## config.mk

```make
export PLATFORM = sky130hd
export DESIGN_NAME = linear_line_resampler
export DESIGN_NICKNAME = d
export VERILOG_FILES = /design/src/llr_pkg.sv /design/src/llr_regs.sv /design/src/llr_dp.sv /design/src/llr_ctrl.sv /design/src/linear_line_resampler.sv
export SDC_FILE = /design/constraint.sdc
export NUM_CORES = 1
export LEC_CHECK = 0
export CAP_MARGIN = 20
export CORE_UTILIZATION = 41
export DETAILED_ROUTE_END_ITERATION = 6
export DONT_BUFFER_PORTS = 1
export GPL_ROUTABILITY_DRIVEN = 0
export PLACE_DENSITY = 0.61
export REMOVE_ABC_BUFFERS = 1
export SYNTH_ARGS = -nofsm -noshare
export SYNTH_HDL_FRONTEND = slang
export SYNTH_HIERARCHICAL = 1
export SYNTH_SLANG_ARGS = --single-unit
```

## constraint.sdc

```tcl
create_clock -name clk_i -period 14.1 [get_ports clk_i]
set_input_delay 1.41 -clock clk_i [delete_from_list [all_inputs] [get_ports clk_i]]
set_output_delay 1.41 -clock clk_i [all_outputs]
set_load 0.005 [all_outputs]
```

## src/llr_pkg.sv

```systemverilog
// Shared constants and controller/datapath interface types for the line resampler.
package llr_pkg;

  // Width of each configuration register (UQ8.16).
  localparam int REG_W = 24;
  // Fraction bits of grid positions.
  localparam int FRAC_BITS = 16;
  // Grid position register: one bit above a register covers position plus step.
  localparam int POS_W = REG_W + 1;
  // Most results one input beat may cause.
  localparam int MAX_RESULTS = 64;
  localparam int CNT_W = $clog2(MAX_RESULTS + 1);
  // Default sample width.
  localparam int DEF_SAMPLE_BITS = 24;

  // Configuration port.
  localparam int ADDR_W = 3;
  localparam int APB_DATA_W = 32;
  localparam logic REG_START = 1'b0;
  localparam logic REG_STEP = 1'b1;
  localparam logic [REG_W-1:0] RESET_START = '0;
  localparam logic [REG_W-1:0] RESET_STEP = REG_W'(1) << FRAC_BITS;

  // Commands from the controller to the datapath.
  typedef struct packed {
    logic accept;    // take an input beat
    logic issue;     // multiply for the next grid point and advance the position
    logic emit_pt;   // load the output register with an interpolated point
    logic emit_end;  // load the output register with the sample itself, end the line
    logic finish;    // close the segment without an end point
  } llr_cmd_t;

  // Status from the datapath to the controller.
  typedef struct packed {
    logic started;    // a line is in progress
    logic in_last;    // the offered input beat ends the line
    logic start_zero; // start position register is zero
    logic more;       // another grid point lies in the current segment
    logic fin_end;    // a point lies exactly on the closing sample of the line
    logic out_free;   // the output register can take a beat
  } llr_status_t;

endpackage

```

## src/llr_regs.sv

```systemverilog
// APB configuration registers for the line resampler.
module llr_regs
  import llr_pkg::*;
(
  input  logic                  clk_i,
  input  logic                  rst_ni,
  input  logic                  psel,
  input  logic                  penable,
  input  logic                  pwrite,
  input  logic [ADDR_W-1:0]     paddr,
  input  logic [APB_DATA_W-1:0] pwdata,
  output logic [APB_DATA_W-1:0] prdata,
  output logic                  pready,
  output logic [REG_W-1:0]      start_o,
  output logic [REG_W-1:0]      step_o
);

  logic [REG_W-1:0] start_q, step_q;
  logic             wr_en;
  logic             reg_sel;

  // Registers sit at byte addresses 0 and 4.
  assign reg_sel = paddr[2];
  assign wr_en   = psel && penable && pwrite;
  assign pready  = 1'b1;

  // Register writes.
  always_ff @(posedge clk_i or negedge rst_ni) begin
    if (!rst_ni) begin
      start_q <= RESET_START;
      step_q  <= RESET_STEP;
    end else if (wr_en) begin
      unique case (reg_sel)
        REG_START: start_q <= pwdata[REG_W-1:0];
        REG_STEP:  step_q  <= pwdata[REG_W-1:0];
        default:   ;
      endcase
    end
  end

  // Read data.
  always_comb begin
    unique case (reg_sel)
      REG_START: prdata = APB_DATA_W'(start_q);
      REG_STEP:  prdata = APB_DATA_W'(step_q);
      default:   prdata = '0;
    endcase
  end

  assign start_o = start_q;
  assign step_o  = step_q;

endmodule

```

## src/llr_dp.sv

```systemverilog
// Datapath of the line resampler: line state, interpolation multiplier and output register.
module llr_dp
  import llr_pkg::*;
#(
  parameter int SAMPLE_BITS = DEF_SAMPLE_BITS
) (
  input  logic                   clk_i,
  input  logic                   rst_ni,
  input  llr_cmd_t               cmd_i,
  output llr_status_t            status_o,
  input  logic [SAMPLE_BITS-1:0] sample_i,
  input  logic                   line_end_i,
  input  logic [REG_W-1:0]       start_i,
  input  logic [REG_W-1:0]       step_i,
  input  logic                   out_ready_i,
  output logic                   out_valid_o,
  output logic [SAMPLE_BITS-1:0] value_o,
  output logic                   run_last_o,
  output logic                   line_last_o
);

  localparam int DIFF_W = SAMPLE_BITS + 1;
  localparam int PROD_W = DIFF_W + FRAC_BITS + 1;
  localparam logic [POS_W-1:0]  ONE_POS    = POS_W'(1) << FRAC_BITS;
  localparam logic [CNT_W-1:0]  MAX_CNT    = CNT_W'(MAX_RESULTS);
  localparam logic [PROD_W-1:0] ROUND_HALF = PROD_W'(1) << (FRAC_BITS - 1);

  // Line state.
  logic                   started_q;
  logic [POS_W-1:0]       pos_q;
  logic [SAMPLE_BITS-1:0] prev_q;
  logic                   last_q;
  logic [CNT_W-1:0]       cnt_q;
  logic                   rl_q;
  // Payload of the item at work.
  logic [SAMPLE_BITS-1:0] cur_q;
  logic signed [DIFF_W-1:0] diff_q;
  logic signed [PROD_W-1:0] prod_q;
  // Output register.
  logic                   out_valid_q;
  logic [SAMPLE_BITS-1:0] out_value_q;
  logic                   out_rl_q;
  logic                   out_ll_q;

  logic signed [DIFF_W-1:0] diff_d;
  logic signed [FRAC_BITS:0] frac_s;
  logic signed [PROD_W-1:0] prod_d;
  logic [PROD_W-1:0]        biased;
  logic signed [PROD_W-1:0] scaled;
  logic [SAMPLE_BITS-1:0]   value_d;
  logic [POS_W-1:0]         pos_inc;
  logic [POS_W-1:0]         pos_fin;
  logic [CNT_W-1:0]         cnt_inc;
  logic                     more_next;
  logic                     endpt_next;
  logic                     out_free;

  // Segment difference and product of difference and fractional position.
  assign diff_d = $signed({sample_i[SAMPLE_BITS-1], sample_i})
                - $signed({prev_q[SAMPLE_BITS-1], prev_q});
  assign frac_s = $signed({1'b0, pos_q[FRAC_BITS-1:0]});
  assign prod_d = diff_q * frac_s;

  // Round to nearest with ties upward: add half, then floor by arithmetic shift.
  assign biased  = prod_q + ROUND_HALF;
  assign scaled  = $signed(biased) >>> FRAC_BITS;
  assign value_d = prev_q + scaled[SAMPLE_BITS-1:0];

  // Next grid point, and whether another result of this input follows it.
  assign pos_inc    = pos_q + POS_W'(step_i);
  assign cnt_inc    = cnt_q + CNT_W'(1);
  assign more_next  = (pos_inc < ONE_POS) && (cnt_inc < MAX_CNT);
  assign endpt_next = last_q && (pos_inc <= ONE_POS) && (cnt_inc < MAX_CNT);
  // Position relative to the new sample once the segment is closed.
  assign pos_fin    = (pos_q < ONE_POS) ? '0 : pos_q - ONE_POS;

  assign out_free = !out_valid_q || out_ready_i;

  always_comb begin
    status_o.started    = started_q;
    status_o.in_last    = line_end_i;
    status_o.start_zero = (start_i == '0);
    status_o.more       = (pos_q < ONE_POS) && (cnt_q < MAX_CNT);
    status_o.fin_end    = last_q && (pos_q <= ONE_POS) && (cnt_q < MAX_CNT);
    status_o.out_free   = out_free;
  end

  // Line state and per-item control.
  always_ff @(posedge clk_i or negedge rst_ni) begin
    if (!rst_ni) begin
      started_q <= 1'b0;
      pos_q     <= '0;
      prev_q    <= '0;
      last_q    <= 1'b0;
      cnt_q     <= '0;
      rl_q      <= 1'b0;
    end else begin
      if (cmd_i.accept) begin
        cnt_q  <= '0;
        last_q <= line_end_i;
        if (!started_q) begin
          if (line_end_i && (start_i != '0)) begin
            // A one-sample line with an offset grid gives nothing.
            started_q <= 1'b0;
            pos_q     <= '0;
            prev_q    <= '0;
          end else begin
            started_q <= 1'b1;
            pos_q     <= POS_W'(start_i);
            prev_q    <= sample_i;
          end
        end
      end
      if (cmd_i.issue) begin
        pos_q <= pos_inc;
        cnt_q <= cnt_inc;
        rl_q  <= !more_next && !endpt_next;
      end
      if (cmd_i.finish) begin
        if (last_q) begin
          started_q <= 1'b0;
          pos_q     <= '0;
          prev_q    <= '0;
        end else begin
          pos_q  <= pos_fin;
          prev_q <= cur_q;
        end
      end
      if (cmd_i.emit_end) begin
        started_q <= 1'b0;
        pos_q     <= '0;
        prev_q    <= '0;
      end
    end
  end

  // Item payload and multiplier output.
  always_ff @(posedge clk_i) begin
    if (cmd_i.accept) begin
      cur_q  <= sample_i;
      diff_q <= diff_d;
    end
    if (cmd_i.issue) begin
      prod_q <= prod_d;
    end
  end

  // Output register valid.
  always_ff @(posedge clk_i or negedge rst_ni) begin
    if (!rst_ni) begin
      out_valid_q <= 1'b0;
    end else if (cmd_i.emit_pt || cmd_i.emit_end) begin
      out_valid_q <= 1'b1;
    end else if (out_ready_i) begin
      out_valid_q <= 1'b0;
    end
  end

  // Output register payload.
  always_ff @(posedge clk_i) begin
    if (cmd_i.emit_pt) begin
      out_value_q <= value_d;
      out_rl_q    <= rl_q;
      out_ll_q    <= rl_q && last_q;
    end else if (cmd_i.emit_end) begin
      out_value_q <= cur_q;
      out_rl_q    <= 1'b1;
      out_ll_q    <= 1'b1;
    end
  end

  assign out_valid_o = out_valid_q;
  assign value_o     = out_value_q;
  assign run_last_o  = out_rl_q;
  assign line_last_o = out_ll_q;

endmodule

```

## src/llr_ctrl.sv

```systemverilog
// Controller state machine of the line resampler.
module llr_ctrl
  import llr_pkg::*;
(
  input  logic        clk_i,
  input  logic        rst_ni,
  input  logic        in_valid_i,
  output logic        in_ready_o,
  input  llr_status_t status_i,
  output llr_cmd_t    cmd_o
);

  localparam logic [1:0] S_IDLE = 2'd0;
  localparam logic [1:0] S_MUL  = 2'd1;
  localparam logic [1:0] S_EMIT = 2'd2;
  localparam logic [1:0] S_END  = 2'd3;

  logic [1:0] state_q, state_d;

  assign in_ready_o = (state_q == S_IDLE);

  // Next state and commands.
  always_comb begin
    state_d = state_q;
    cmd_o   = '0;
    unique case (state_q)
      S_IDLE: begin
        if (in_valid_i) begin
          cmd_o.accept = 1'b1;
          if (status_i.started) begin
            state_d = S_MUL;
          end else if (status_i.in_last && status_i.start_zero) begin
            state_d = S_END;
          end
        end
      end
      S_MUL: begin
        if (status_i.more) begin
          cmd_o.issue = 1'b1;
          state_d     = S_EMIT;
        end else if (status_i.fin_end) begin
          state_d = S_END;
        end else begin
          cmd_o.finish = 1'b1;
          state_d      = S_IDLE;
        end
      end
      S_EMIT: begin
        if (status_i.out_free) begin
          cmd_o.emit_pt = 1'b1;
          state_d       = S_MUL;
        end
      end
      S_END: begin
        if (status_i.out_free) begin
          cmd_o.emit_end = 1'b1;
          state_d        = S_IDLE;
        end
      end
      default: state_d = S_IDLE;
    endcase
  end

  always_ff @(posedge clk_i or negedge rst_ni) begin
    if (!rst_ni) begin
      state_q <= S_IDLE;
    end else begin
      state_q <= state_d;
    end
  end

endmodule

```

## src/linear_line_resampler.sv

```systemverilog
// Top level of the linear line resampler.
//
// Channel   Direction  tdata             tuser     tlast
// s_axis    in         sample            -         line_end
// m_axis    out        value             run_last  line_last
// apb       in/out     start_position @0x0, position_step @0x4
//
// A sample is accepted in S_IDLE. Each interpolated result is multiplied
// in S_MUL and loaded into the output register in S_EMIT, the end point of
// a line in S_END; S_MUL then closes the segment. A line's first sample only
// sets up the line, or goes to S_END if it alone is a line ending on its own
// point. The output register holds one beat, so a stalled output holds the
// controller only at its next result. Reset is asynchronous and clears the
// line state and loads the register defaults.
module linear_line_resampler
  import llr_pkg::*;
#(
  parameter int SAMPLE_BITS = DEF_SAMPLE_BITS
) (
  input  logic                  clk_i,
  input  logic                  rst_ni,
  // Input stream
  input  logic                  s_axis_tvalid,
  output logic                  s_axis_tready,
  input  logic [((SAMPLE_BITS+7)/8)*8-1:0] s_axis_tdata, // [SAMPLE_BITS-1:0] sample
  input  logic                  s_axis_tlast,                // line_end
  // Output stream
  output logic                  m_axis_tvalid,
  input  logic                  m_axis_tready,
  output logic [((SAMPLE_BITS+7)/8)*8-1:0] m_axis_tdata, // [SAMPLE_BITS-1:0] value
  output logic                  m_axis_tuser,                // run_last
  output logic                  m_axis_tlast,                // line_last
  // Configuration
  input  logic                  psel,
  input  logic                  penable,
  input  logic                  pwrite,
  input  logic [ADDR_W-1:0]     paddr,
  input  logic [APB_DATA_W-1:0] pwdata,
  output logic [APB_DATA_W-1:0] prdata,
  output logic                  pready
);

  localparam int TDATA_W = ((SAMPLE_BITS + 7) / 8) * 8;

  logic [REG_W-1:0]       start_pos;
  logic [REG_W-1:0]       pos_step;
  llr_cmd_t               cmd;
  llr_status_t            status;
  logic [SAMPLE_BITS-1:0] value;

  llr_regs u_regs (
    .clk_i   (clk_i),
    .rst_ni  (rst_ni),
    .psel    (psel),
    .penable (penable),
    .pwrite  (pwrite),
    .paddr   (paddr),
    .pwdata  (pwdata),
    .prdata  (prdata),
    .pready  (pready),
    .start_o (start_pos),
    .step_o  (pos_step)
  );

  llr_ctrl u_ctrl (
    .clk_i      (clk_i),
    .rst_ni     (rst_ni),
    .in_valid_i (s_axis_tvalid),
    .in_ready_o (s_axis_tready),
    .status_i   (status),
    .cmd_o      (cmd)
  );

  llr_dp #(
    .SAMPLE_BITS (SAMPLE_BITS)
  ) u_dp (
    .clk_i       (clk_i),
    .rst_ni      (rst_ni),
    .cmd_i       (cmd),
    .status_o    (status),
    .sample_i    (s_axis_tdata[SAMPLE_BITS-1:0]),
    .line_end_i  (s_axis_tlast),
    .start_i     (start_pos),
    .step_i      (pos_step),
    .out_ready_i (m_axis_tready),
    .out_valid_o (m_axis_tvalid),
    .value_o     (value),
    .run_last_o  (m_axis_tuser),
    .line_last_o (m_axis_tlast)
  );

  // Zero padding up to whole bytes.
  assign m_axis_tdata = TDATA_W'($unsigned(value));

endmodule

```

==> impl_metrics.yaml, run 1 <==
setup_path:
  worstSetupPathDepth: 19
  cp_slowest_stage_delay_ns: 0.83
  reg2reg_to: "u_dp/prod_q[39]"
  endpoint: "u_dp/prod_q[39]"
  path_delay_family: "adder cells"
  crit_arrival_ns: 7.83
  cp-end-kind: "flop"
  cp-startpoint: "u_dp/pos_q[3]"
  crit_slowest_cell: "dfrtp_1"
  path_class: "flop to flop"
  r2r-start: "u_dp/pos_q[3]"
  r2r_setup_slack_ns: 6.62
  cp_max_fo: 15
  worstPathRequired_ns: 14.45
  cp_common_cell: "fa_1"
  worst-path-buf-inv: 5
  path_cells: "buf_4 > nand2_1 > fa_1 > fa_1 > inv_1 > fa_1 > fa_1 > fa_1 > inv_1 > fa_1 > inv_1 > ha_1 > inv_1 > or3_1 > nor2_1 > nand2_1 > o31ai_1 > a21oi_1 > a211oi_1"
  cp-start-kind: "flop"
  worstRegToRegCells: 19
drt:
  drcViolationCount: 0
  antenna_left: 0
  drt-initial-drc-count: 1363
  drt_wl_total_um: 65460
  wire_per_inst_um: 18.51
  vias: 19200
  firstDrtPassIters: 6
  vias_per_cell: 5.431
clock_network:
  h-tree-depth: 1
  postCtsResizedCells: 0
  cts.sinks: 210
  clk_latency_ns: 0.54
  numCtsBuffers: 22
  postCtsSetupBuffers: 0
  cts_buffer_depth: 3
  cts_tree: "done"
  ctsHoldBuffers: 0
  root_buffer: "clkbuf_16"
  clk_pin_slew_ns: 0.07
sta:
  max_clock_freq_mhz: 133.6
  setup_viol: 0
  slew_viol_final: 0
  relSlewSlack_pct: 41.83
  finalSetupTns_ns: 0
  finalClockSkew_ns: 0.02701
  worst_slew_pin_slew_ns: 0.8725
  hold_viol_final: 0
  finalCritPeriodShare_pct: 53.07
  rsz0062_at_grt: "false"
  layout_min_cycle_time_ns: 7.482
placed_design:
  post-dp-hpwl_um: 50390
  port_buffers: 0
  placed_area_mm2: 0.02709
synthesis:
  avgSynthCellArea_um2: 9.626
  synthCells: 2742
  synthFlopType: "dfrtp_1"
  syn_area_mm2: 0.02640
  yosys.cell_types.count: 89
  yosysTopAreaCellShare_pct: 28.82
  synth_edf_count: 100
  synthArstFlopShare_pct: 52.38
  synth.area.top_cells: "fa_1, edfxtp_1, dfrtp_1"
  synth.largest_area_cell: "fa_1"
  yosysSeqAreaShare_pct: 21.81
  ys_seq_elements: 210
  yosys_warnings: 6
cells_and_area:
  nNetsFinal: 3293
  final_common_cell: "inv_1"
  drive_gt1_share_pct: 6.877
  n_antenna_cell: 0
  final_cell_mix: "inv_1, fa_1, nand2_1"
  area_growth_pct: 5.465
  post-route-util_pct: 43.97
  final_cell_area_mm2: 0.02784
die:
  core-area_mm2: 0.06331
  placementRows: 92
  fp.dieH_um: 255.7
  start_util_pct: 41.69
  io_pins: 128
  dieArea_mm2: 0.06540
  dieWidth_um: 255.7
job:
  maxCapViolCount: 0
grt:
  grt_pass1_wl_um: 106900
  grt_start_max_net_pins: 111
  antenna_found_initial: 0
  grt.total_usage_pct: 20.26
  grt_pass1_vias: 20170
  overflow: 0
worst_hold_path:
  hold_path_class: "flop to flop"
status:
  status: "finished clean"
## worst min path at each step
stage | startpoint | end | slack, ns | cells past startpoint
floorplan | u_dp/cnt_q[5] | u_dp/cnt_q[5] | 0.45 | 1
detailed placement | u_dp/cnt_q[5] | u_dp/cnt_q[5] | 0.48 | 1
global route | rst_ni | u_dp/pos_q[7] | 0.53 | 0
finish | u_dp/cnt_q[5] | u_dp/cnt_q[5] | 0.49 | 1
CTS | u_dp/cnt_q[5] | u_dp/cnt_q[5] | 0.49 | 1
global placement | u_dp/cnt_q[5] | u_dp/cnt_q[5] | 0.47 | 1
## area by class of cell
class / count / area (µm²)
Fill cell: 6078 / 35470
Multi-Input combinational cell: 1929 / 18270
Sequential cell: 210 / 5757
Inverter: 488 / 1832
Tap cell: 846 / 1059
Clock buffer: 29 / 626.9
Timing Repair Buffer: 24 / 200.2
Clock inverter: 10 / 95.09
## state kept, by name (all words and copies together) (netlist names)
register,count
u_dp/value_o,24
u_dp/prod_q,25
u_dp/cur_q,24
u_dp/diff_q,25
u_dp/rl_q,1
u_dp/run_last_o,1
u_dp/line_last_o,1
u_dp/cnt_q,7
u_dp/pos_q,25
u_ctrl/state_q,2
u_dp/out_valid_o,1
u_dp/last_q,1
u_regs/start_o,24
u_regs/step_o,24
u_dp/prev_q,24
u_dp/started_q,1
## Yosys cell counts (all sizes together) (12+ instances only)
master  instances
a211oi         16
o21ai          95
nand2b         13
nor2           86
o31ai          12
xor2           30
edfxtp        100
and3           26
ha            171
clkbuf         96
fa            380
xnor2          85
inv           488
nor3           33
o21a           18
buf            26
nor4           16
dfrtp         109
nand3          33
a21o           22
a21oi          73
mux2           91
nand2         352
and2          164
a22oi          40
## metal layers
metal / track usage [%] / vias to the layer above / wire (µm)
li1: - / 8666 / -
met1: 26.25 / 9851 / 27400
met2: 35.67 / 584 / 33120
met3: 2.733 / 102 / 3525
met4: 4.840 / 0 / 1413
met5: 0 / - / 0
## per-stage QoR
stage	std cells	hold slack, ns	setup slack, ns
global placement	3496	0.4731	6.683
global route	3536	0.5288	6.301
finish	3536	0.4936	6.618
CTS	3535	0.4924	6.646
floorplan	2627	0.4520	7.621
detailed placement	3496	0.4779	6.663
## cell families (layout without fill, tap and decap cells)
kind of cell	after synthesis	in the layout	synth area share, %
and+or+nand+nor	789	789	14.59
buffers and inverters	610	551	9.134
adders and majority gates	551	551	36.93
AOI/OAI and AO/OA	367	367	9.262
DFF	210	210	21.81
xor gates and xnor gates	115	115	3.816
muxes	98	98	4.432
other	2	9	0.02845
Power of run 1 is left out: the tool's default activity adds up to more than one toggle a clock period on the data nets, which glitch-free logic cannot reach.
==> inputs of run 2 (changes only) <==
- clock period: 14.1 -> 7.1 ns (I/O delays scaled with it)
==> impl_metrics.yaml, run 2 (synthesis gave the netlist of run 1 again) <==
setup_path:
  cp_max_fo: 8
  cp-end-kind: "flop"
  crit_arrival_ns: 7.24
  crit_slowest_cell: "edfxtp_1"
  worstPathRequired_ns: 7.42
  cp_slowest_stage_delay_ns: 0.56
  path_class: "flop to flop"
  path_cells: "and2_1 > fa_1 > inv_1 > fa_1 > fa_1 > inv_1 > fa_1 > fa_1 > fa_1 > ha_1 > and3_1 > o2111ai_1 > or3b_2 > a31oi_2 > buf_4 > o2111ai_1 > and3b_1 > o31ai_2 > buf_4 > a21oi_1 > a211oi_2"
  cp_common_cell: "fa_1"
  cp-start-kind: "flop"
drt:
  antenna_left: 0
  wire_per_inst_um: 18.39
  drcViolationCount: 0
  vias: 19290
  drt-initial-drc-count: 1275
  drt_wl_total_um: 66360
  firstDrtPassIters: 7
  vias_per_cell: 5.346
clock_network:
  root_buffer: "clkbuf_16"
  h-tree-depth: 1
  cts.sinks: 210
  clk_pin_slew_ns: 0.07
  cts_tree: "done"
  cts_buffer_depth: 3
  clk_latency_ns: 0.53
  numCtsBuffers: 22
grt:
  grt_pass1_wl_um: 108300
  grt_start_max_net_pins: 110
  antenna_found_initial: 1
  grt.total_usage_pct: 20.53
  grt_pass1_vias: 20560
  overflow: 0
placed_design:
  port_buffers: 0
  post-dp-hpwl_um: 53160
  placed_area_mm2: 0.02760
die:
  fp.dieH_um: 255.7
  dieArea_mm2: 0.06540
  core-area_mm2: 0.06331
  start_util_pct: 41.69
  io_pins: 128
  dieWidth_um: 255.7
  placementRows: 92
cells_and_area:
  drive_gt1_share_pct: 9.772
  final_cell_mix: "inv_1, fa_1, nand2_1"
  top_regs: "u_dp/diff_q: 25 flops, u_dp/pos_q: 25 flops, u_dp/prod_q: 25 flops"
  n_antenna_cell: 0
  final_common_cell: "inv_1"
  final_cell_area_mm2: 0.02848
  area_growth_pct: 7.907
  nFillCells: 6097
  nNetsFinal: 3367
sta:
  relSlewSlack_pct: 30.71
  slew_viol_final: 0
  finalClockSkew_ns: 0.01816
  worst_slew_pin_slew_ns: 1.039
  layout_min_cycle_time_ns: 6.913
  finalCritPeriodShare_pct: 97.37
  max_clock_freq_mhz: 144.7
  setup_viol: 0
  hold_viol_final: 0
status:
  status: "finished clean"
worst_hold_path:
  hold_path_class: "input pin to asynchronous set/reset pin"
job:
  maxCapViolCount: 0
## run 2: layout make-up
class / instances / area [µm²] / area share (%)
Clock inverter: 9 / 80.08 / 0.2811
Timing Repair Buffer: 98 / 813.3 / 2.855
Tap cell: 846 / 1059 / 3.716
Multi-Input combinational cell: 1929 / 18300 / 64.26
Sequential cell: 210 / 5767 / 20.25
Clock buffer: 29 / 628.1 / 2.205
Inverter: 488 / 1832 / 6.431
## run 2: worst paths after layout
path / startpoint / endpoint / cells after the start / slack, ns
worst min-delay path: rst_ni / u_regs/step_o[16] / 0 / 0.03
worst max-delay path: u_dp/diff_q[9] / u_dp/prod_q[39] / 21 / 0.19
worst min register to register: u_dp/cnt_q[5] / u_dp/cnt_q[5] / 1 / 0.50
worst max register to register: u_dp/diff_q[9] / u_dp/prod_q[39] / 21 / 0.19
max in group asynchronous: rst_ni / u_dp/pos_q[3] / 1 / 6.51
min in group clk_i: s_axis_tdata[5] / u_dp/cur_q[5] / 0 / 0.28
## run 2: timing repair
action	CTS	global route
endpoints found under the setup margin	2	9
pin swaps	0	0
hold buffers	1	0
resized for setup	4	11
setup buffers	7	7
hold endpoints to repair	109	0
## run 2: metrics by stage
step                      setup slack [ns]  instances  hold slack [ns]  TNS [ns]  util [%]
after floorplan                     0.6205       2627           0.4144         0         -
after global placement            -0.01942       3555           0.4172  -0.01942     43.55
after detailed placement          -0.03888       3556           0.4172  -0.05058     43.59
after CTS                          0.02916       3602          0.01139         0     44.85
after global routing              -0.03039       3609         0.006858  -0.04095     44.99
final                               0.1868       3609          0.03257         0     44.99
## run 2: critical path: cells and delay by family (launching register included)
kind                       cells  cell delay [ns]
adders and majority gates      7             3.26
and+or+nand+nor                4             1.26
AOI/OAI and AO/OA              6             1.17
DFF                            1             0.56
buffers and inverters          4             0.43
## run 2: layer usage
| layer | wire (µm) | track usage (%) | vias up |
|---|---|---|---|
| met5 | 0 | 0 | - |
| met4 | 1859 | 5.489 | 0 |
| met3 | 3304 | 2.545 | 109 |
| met2 | 33410 | 36.14 | 526 |
| met1 | 27780 | 26.53 | 9829 |
| li1 | - | - | 8828 |
Power of run 2 is left out for the same reason.
==> inputs of run 3 (changes only) <==
- CORE_ASPECT_RATIO: unset -> 0.75
- MAX_ROUTING_LAYER: unset -> met4
- TNS_END_PERCENT: unset -> 100
==> impl_metrics.yaml, run 3 (synthesis gave the netlist of run 1 again) <==
status:
  status: "finished clean"
sta:
  setup_viol: 0
  relSlewSlack_pct: 34.03
  fin_ws_ns: 0.2874
  slew_viol_final: 0
  worst_slew_pin_slew_ns: 0.9895
  layout_min_cycle_time_ns: 6.813
  finalClockSkew_ns: 0.03718
  rsz0062_at_grt: "true"
  finalCritPeriodShare_pct: 95.95
  hold-worst-slack_ns: 0.08492
  finalSetupTns_ns: 0
  hold_viol_final: 0
  max_clock_freq_mhz: 146.8
placed_design:
  port_buffers: 0
  post-dp-hpwl_um: 55330
  dpl_worst_slack_ns: 0.1421
grt:
  grt.total_usage_pct: 22.10
  grt_pass1_vias: 20340
  grt_start_max_net_pins: 111
  grt_pass1_wl_um: 111400
  overflow: 0
  antenna_found_initial: 1
setup_path:
  cp_max_fo: 7
  r2r_setup_slack_ns: 0.29
  reg2reg_to: "u_dp/prod_q[37]"
  path_class: "flop to flop"
  crit_arrival_ns: 7.11
  path_delay_family: "adder cells"
  r2r-start: "u_dp/pos_q[4]"
  worstPathRequired_ns: 7.39
  path_cells: "nand2_1 > fa_1 > fa_1 > fa_1 > inv_1 > fa_1 > fa_1 > inv_1 > fa_1 > inv_1 > ha_1 > and3_1 > o2111ai_1 > or3b_2 > a31oi_1 > buf_4 > o2111ai_1 > and3b_1 > o31ai_1 > buf_4 > a21oi_1 > xnor2_1"
  worst-path-buf-inv: 5
  worstRegToRegCells: 22
  cp-end-kind: "flop"
  cp_slowest_stage_delay_ns: 0.62
  cp-start-kind: "flop"
  crit_slowest_cell: "dfrtp_1"
  cp_common_cell: "fa_1"
cells_and_area:
  area_growth_pct: 8.551
  nNetsFinal: 3375
  nFillCells: 6091
  top_regs: "u_dp/diff_q: 25 flops, u_dp/pos_q: 25 flops, u_dp/prod_q: 25 flops"
  n_antenna_cell: 0
  drive_gt1_share_pct: 9.737
  final_cell_mix: "inv_1, fa_1, nand2_1"
  final_common_cell: "inv_1"
clock_network:
  cts_tree: "done"
  cts.sinks: 210
  numCtsBuffers: 22
  clk_pin_slew_ns: 0.07
  h-tree-depth: 1
  root_buffer: "clkbuf_16"
  cts_buffer_depth: 3
  clk_latency_ns: 0.55
die:
  io_pins: 128
  core-area_mm2: 0.06366
  dieWidth_um: 295.0
  placementRows: 80
  dieArea_mm2: 0.06541
  start_util_pct: 41.46
  fp.dieH_um: 221.7
drt:
  vias: 19260
  drcViolationCount: 0
  drt-initial-drc-count: 1439
  wire_per_inst_um: 18.80
  firstDrtPassIters: 7
  drt_wl_total_um: 68340
  vias_per_cell: 5.300
  antenna_left: 0
job:
  maxCapViolCount: 0
worst_hold_path:
  hold_path_class: "input pin to asynchronous set/reset pin"
run 3: changes by cell type in the layout (fill, tap and decap cells not counted), sizes merged:
cell / change
buf: +8
bufinv: +1
clkbuf: +2
clkinv: +2
clkinvlp: -2
inv: -1
run 3: worst max-delay path by stage:
stage	startpoint	to	cells past startpoint
floorplan	u_dp/pos_q[8]	u_dp/prod_q[31]	20
global route	u_dp/diff_q[6]	u_dp/prod_q[30]	24
CTS	u_dp/pos_q[9]	u_dp/prod_q[31]	22
detailed placement	u_dp/pos_q[9]	u_dp/prod_q[31]	22
finish	u_dp/pos_q[4]	u_dp/prod_q[37]	22
global placement	u_dp/diff_q[6]	u_dp/prod_q[30]	24
run 3: area by class of cell:
class | instances | area, µm² | area share, %
Clock buffer | 31 | 678.2 | 2.367
Clock inverter | 9 | 133.9 | 0.4672
Inverter | 488 | 1832 | 6.393
Multi-Input combinational cell | 1929 | 18270 | 63.78
Sequential cell | 210 | 5759 | 20.10
Tap cell | 861 | 1077 | 3.760
Timing Repair Buffer | 106 | 898.4 | 3.135
run 3: metal layers:
layer / global-route usage [%] / vias up / part of all wire [%]
li1: - / 8827 / -
met1: 31.33 / 9796 / 46
met2: 34.13 / 563 / 46
met3: 3.128 / 74 / 6.2
met4: 3.646 / 0 / 1.6
met5: - / - / 0
run 3: what timing repair did:
item / CTS / global route
resized for setup: 0 / 4
setup endpoints to repair: 0 / 7
hold buffers: 1 / 0
buffers inserted: 0 / 5
endpoints found under the hold margin: 110 / 0
run 3: per-stage QoR:
| stage | instance area [µm²] | cells | utilization, % |
|---|---|---|---|
| after floorplan | 25840 | 2627 | - |
| after global placement | 27750 | 3587 | 43.59 |
| after detailed placement | 27770 | 3588 | 43.62 |
| after CTS | 28610 | 3629 | 44.94 |
| after global routing | 28650 | 3634 | 45.01 |
| final | 28650 | 3634 | 45.01 |
run 3: worst reg2reg max path, delay by kind of cell (launching register included):
kind            cells  cell delay [ns]
fa+ha+maj           7             3.27
simple gates        4             1.10
compound gates      5             0.92
flops               1             0.62
buf+inv             5             0.50
xor+xnor            1             0.14
Power of run 3 is left out for the same reason.
